**src/design/gso_pkg.sv**
```systemverilog
// shared types and constants for the gram-schmidt orthonormalizer
// used by gso_root_div and gram_schmidt_orthonormalize; no dependencies
`timescale 1ns / 1ps
`default_nettype none

package gso_pkg;

  // fixed field widths of the channels
  localparam int DATA_WIDTH   = 32;
  localparam int THR_WIDTH    = 16;
  localparam int IDX_WIDTH    = 2;
  localparam int FRAC_BITS_DEF = 16;

  localparam logic [THR_WIDTH-1:0] THR_RESET = 16'd1;

  // position of a vector inside a set of three
  typedef enum logic [IDX_WIDTH-1:0] {
    POS_FIRST  = 2'd0,
    POS_SECOND = 2'd1,
    POS_THIRD  = 2'd2
  } pos_t;

  // sequencer states
  typedef enum logic [2:0] {
    ST_IDLE,
    ST_DOT,
    ST_PROJ,
    ST_SQ,
    ST_ROOT_GO,
    ST_ROOT,
    ST_DIV,
    ST_OUT
  } state_t;

  // operations of the shift/subtract unit
  typedef enum logic {
    OP_ROOT,
    OP_DIV
  } unit_op_t;

  typedef struct packed {
    logic     start;
    unit_op_t op;
  } unit_ctl_t;

  typedef struct packed {
    logic busy;
    logic done;
  } unit_sts_t;

  typedef struct packed {
    logic signed [DATA_WIDTH-1:0] in_x;
    logic signed [DATA_WIDTH-1:0] in_y;
    logic signed [DATA_WIDTH-1:0] in_z;
  } in_item_t;

  typedef struct packed {
    logic signed [DATA_WIDTH-1:0] out_x;
    logic signed [DATA_WIDTH-1:0] out_y;
    logic signed [DATA_WIDTH-1:0] out_z;
    logic [IDX_WIDTH-1:0]         basis_index;
    logic                         was_zero;
    logic                         last_of_set;
  } out_item_t;

endpackage

`default_nettype wire

```
**src/design/gso_root_div.sv**
```systemverilog
// iterative shift/subtract unit: integer square root or unsigned division
// one result bit per cycle; depends on gso_pkg
`timescale 1ns / 1ps
`default_nettype none

module gso_root_div #(
  parameter int FRAC_BITS = gso_pkg::FRAC_BITS_DEF
) (
  input  wire                                      clk,
  input  wire                                      rst_n,
  input  wire gso_pkg::unit_ctl_t                  ctl,
  output gso_pkg::unit_sts_t                       sts,
  input  wire [2*gso_pkg::DATA_WIDTH+1:0]          radicand,
  input  wire [gso_pkg::DATA_WIDTH-1:0]            num_mag,
  input  wire [gso_pkg::DATA_WIDTH:0]              divisor,
  output logic [gso_pkg::DATA_WIDTH+FRAC_BITS-1:0] result
);

  localparam int W   = gso_pkg::DATA_WIDTH;
  localparam int SQW = 2 * W + 2;
  localparam int RW  = W + 1;
  localparam int NW  = W + FRAC_BITS;
  localparam int CW  = $clog2(NW + 1);

  logic [SQW-1:0]  a_r;
  logic [RW+1:0]   rem_r;
  logic [NW-1:0]   res_r;
  logic [RW-1:0]   dsr_r;
  logic [CW-1:0]   cnt_r;
  logic            busy_r;
  logic            done_r;
  gso_pkg::unit_op_t op_r;

  logic [RW+1:0] cur;
  logic [RW+1:0] trial;
  logic [RW+1:0] diff;
  logic          ge;

  // shared compare and subtract
  always_comb begin
    if (op_r == gso_pkg::OP_ROOT) begin
      cur   = {rem_r[RW-1:0], a_r[SQW-1 -: 2]};
      trial = {res_r[RW-1:0], 2'b01};
    end else begin
      cur   = {rem_r[RW:0], a_r[SQW-1]};
      trial = {2'b00, dsr_r};
    end
    ge   = cur >= trial;
    diff = cur - trial;
  end

  // control
  always_ff @(posedge clk) begin
    if (!rst_n) begin
      busy_r <= 1'b0;
      done_r <= 1'b0;
    end else begin
      done_r <= 1'b0;
      if (!busy_r && ctl.start) begin
        busy_r <= 1'b1;
      end else if (busy_r && cnt_r == CW'(1)) begin
        busy_r <= 1'b0;
        done_r <= 1'b1;
      end
    end
  end

  // datapath
  always_ff @(posedge clk) begin
    if (!busy_r && ctl.start) begin
      op_r  <= ctl.op;
      rem_r <= '0;
      res_r <= '0;
      dsr_r <= divisor;
      if (ctl.op == gso_pkg::OP_ROOT) begin
        a_r   <= radicand;
        cnt_r <= CW'(RW);
      end else begin
        a_r   <= {num_mag, {FRAC_BITS{1'b0}}, {(SQW-NW){1'b0}}};
        cnt_r <= CW'(NW);
      end
    end else if (busy_r) begin
      rem_r <= ge ? diff : cur;
      res_r <= {res_r[NW-2:0], ge};
      cnt_r <= cnt_r - CW'(1);
      if (op_r == gso_pkg::OP_ROOT) begin
        a_r <= {a_r[SQW-3:0], 2'b00};
      end else begin
        a_r <= {a_r[SQW-2:0], 1'b0};
      end
    end
  end

  assign sts.busy = busy_r;
  assign sts.done = done_r;
  assign result   = res_r;

endmodule

`default_nettype wire

```
**config.mk**
```make
export PLATFORM = sky130hd
export DESIGN_NAME = gso_root_div
export DESIGN_NICKNAME = d
export VERILOG_FILES = /design/src/design/gso_pkg.sv /design/src/design/gso_root_div.sv
export SDC_FILE = /design/constraint.sdc
export NUM_CORES = 1
export LEC_CHECK = 0
export ABC_CLOCK_PERIOD_IN_PS = 4790
export BUFFER_PORTS_ARGS = -buffer_cell sky130_fd_sc_hd__buf_2
export CAP_MARGIN = 10
export CORE_MARGIN = 2
export CORE_UTILIZATION = 57
export CTS_CLUSTER_DIAMETER = 60
export CTS_CLUSTER_SIZE = 25
export DETAILED_ROUTE_END_ITERATION = 7
export PLACE_DENSITY_LB_ADDON = 0.2
export SLEW_MARGIN = 20
export SYNTH_ARGS = -nofsm -noshare
export SYNTH_HDL_FRONTEND = slang
export SYNTH_SLANG_ARGS = --single-unit
```
**constraint.sdc**
```tcl
create_clock -name clk -period 4.79 [get_ports clk]
set_clock_uncertainty 0.2 [all_clocks]
set_input_delay 0.479 -clock clk [delete_from_list [all_inputs] [get_ports clk]]
set_output_delay 0.479 -clock clk [all_outputs]
set_load 0.01 [all_outputs]
```
==> run metrics <==
cell row count=50; CP max-delay cell=a221oi_1; area leader, netlist=edfxtp_1; GRT Overall Usage=0.254; Worst Path Arrival=between 4000 and 5000 ps; clock-pin slew of the registers on the worst-case setup and hold paths=70 ps; # hold bufs at CTS=5; DP HPWL=17200 µm; worst r2r dst=rem_r[0]; max frequency=between 0.2 and 0.25 GHz; Setup crit start=op_r; DR pass1 iterations=5; GR Layer Usage met1=0.368; vias in the first global route=about 8000; clk_lat worst skew=450 ps; Final Wtd Congestion=about 0.96; Clock power frac=0.253; syn nets=~1300; CTS max path bufs=2; H-tree levels=4; endpoints failing hold=0; routed vias=8781; WL per Instance=roughly 17 µm; overall die width=approximately 140 µm; Ant. Diodes=0; worst min path class=primary input to flop; Worst setup endpoint=rem_r[0]; leading cell type in the layout, fill and taps excluded=buf_2; number of enable flip-flop cells after synthesis=approximately 110; Synth Instances=around 1100; syn_area_per_cell=roughly 10 µm²; Power Density=about 470 nW/µm²; Buffers on Ports=approximately 180; total grt overflow=0; dpl cells=1451; TritonCTS clock tree=built; synth top area cells=edfxtp_1, dfxtp_1, mux2i_1, nand2_1, o21ai_0; met3 GRT Util=0.0456; largest net degree at the start of global routing=98; Clock Sinks=190; Gate power share=0.391; Initial Utilization=0.578; P_int=3.76 mW; max_cap viols=0; Slew Limit Fails=0; commonest cells after routing, fill and taps aside=buf_2, nand2_1, edfxtp_1; post-synthesis sequential element count=190; # DRC=0; P_leak=5.21 nW; fill count=approximately 1500; nets=between 1000 and 1500; Post-synth top flop=edfxtp_1; GRT busiest layer=met2; Post-CTS Setup Bufs=0; Unique masters post-synth=57; crit end category=flop; Final ANT Viol Nets=0; via/cell ratio=~5.9; Setup crit start kind=flop; RSZ-0062 raised after global routing=no; Worst R2R Start=op_r; Worst Path Required=between 4000 and 5000 ps; routing usage on met2=0.391; non-filler cells, final=~1500; I/O pins=roughly 190; fin crit period=4120 ps; initial antenna violation count=0; reg2reg setup slack=670 ps; Post-CTS Resized=0; Setup Crit Path Kind=flop to flop; Inserted Clock Buffers=17; Core ar.=about 19000 µm²; Post-synth ARST share=0; sequential power share=0.355; post-synthesis sequential area ratio=0.452; die height=roughly 140 µm; Net Sw Frac=0.363; setup violators final=0; status=completed; synthesis warning total=0; post-synth top area share=0.296; Layout area overhead=16.0%; worst vdd ir=a little under 0.0003 V; setup tns final=0 ps; full die area=between 20000 and 25000 µm²; Final Cycle Share=0.861; Post-Synthesis Cell Area=roughly 11000 µm²; crit-path cells=buf_12, mux2_2, ha_1, and3_1, and2_1, a221oi_1, a211o_1, and2_4, nand2_1, a32o_1; Post-Route WL=around 26000 µm; first-pass GRT wire length=40800 µm; initial DRC count=approximately 620; Rel. slew slack=0.370; max incr delay on CP=~520 ps; total net switching power=between 2 and 2.5 mW; worst-case reg-to-reg path depth=10; ratio of cells with drive above 1 in the final layout=0.220; worst-path fanout max=70; Slew @ Worst Pin=roughly 940 ps; Clock Tree Root=clkbuf_16
-- area by class of cell --
class                           count  area [µm²]  area share
Clock inverter                     15         189      0.0151
Inverter                           13        51.3     0.00411
Tap cell                          234         293      0.0234
Timing Repair Buffer              208        1150      0.0918
Clock buffer                       17         425      0.0340
Sequential cell                   190        4870       0.389
Multi-Input combinational cell    818        5520       0.442
-- registers in the layout, indices dropped and copies added (netlist names) --
| register | cells |
|---|---|
| a_r | 66 |
| busy_r | 1 |
| cnt_r | 6 |
| done_r | 1 |
| dsr_r | 33 |
| op_r | 1 |
| rem_r | 34 |
| result | 48 |
-- synthesized netlist by cell type (all sizes together), types with 5 or more instances --
library cell,instances
nand4,5
nor3,7
xnor2,20
a21oi,92
nand3b,34
a22o,6
a31oi,8
a32oi,7
a211oi,34
mux2i,102
ha,37
o21bai,5
inv,13
o21ai,128
nand3,17
nor2b,33
clkbuf,62
mux2,33
edfxtp,106
a21o,17
buf,19
nor2,20
dfxtp,84
nand2,147
o211ai,6
a32o,5
nand2b,8
and3,6
xor2,12
-- kinds of logic (layout without fill, tap and decap cells) --
logic type,after synthesis,after routing,synth area share
multiplexers,135,135,0.129
XOR/XNOR,32,32,0.0260
AO/OA/AOI/OAI,324,324,0.179
buffers and inverters,94,253,0.0359
AND/OR/NAND/NOR,289,289,0.133
flip-flops,190,190,0.452
adder cells (fa/ha/maj),38,38,0.0448
-- layer usage --
layer | part of all wire | wire length [µm]
met4 | 0.016 | 412
met3 | 0.047 | 1210
met5 | 0 | 0
met2 | 0.46 | 11800
met1 | 0.48 | 12400
-- through the flow --
step / utilization / power [mW] / setup WS, ps / cell area [µm²] / hold slack (ps)
detailed placement: 0.631 / 4.38 / 784 / 11800 / 255
global route: 0.670 / 6.25 / 481 / 12500 / 1.05
finish: 0.670 / 5.90 / 665 / 12500 / 8.29
global placement: 0.631 / 4.34 / 839 / 11800 / 250
floorplan: - / 3.90 / 568 / 10800 / 234
CTS: 0.666 / 5.88 / 767 / 12400 / 0.960
-- how the worst min path moves through the flow --
stage | start | endpoint | cells past startpoint
2_1_floorplan | rem_r[10] | rem_r[10] | 2
3_3_place_gp | rem_r[9] | rem_r[9] | 2
3_5_place_dp | rem_r[2] | rem_r[2] | 2
4_1_cts | divisor[20] | dsr_r[20] | 1
5_1_grt | divisor[29] | dsr_r[29] | 1
6_report | divisor[31] | dsr_r[31] | 1
-- power by group through the flow --
stage                     Clock (mW)  Sequential, mW  Combinational, mW
final                           1.50            2.10               2.31
after global placement             0            2.12               2.22
after global routing            1.57            2.12               2.56
after detailed placement           0            2.13               2.25
after CTS                       1.51            2.10               2.28
after floorplan                    0            2.09               1.81
-- worst max-delay path, delay by kind of cell, from the launching register on --
| family | cells | cell delay [ps] |
|---|---|---|
| AOI/OAI and AO/OA | 3 | 1190 |
| and+or+nand+nor | 4 | 1010 |
| buffers and inverters | 1 | 380 |
| adders and majority gates | 1 | 390 |
| DFF | 1 | 420 |
| muxes | 1 | 410 |
No activity file was read; power rests on OpenSTA's default activity.
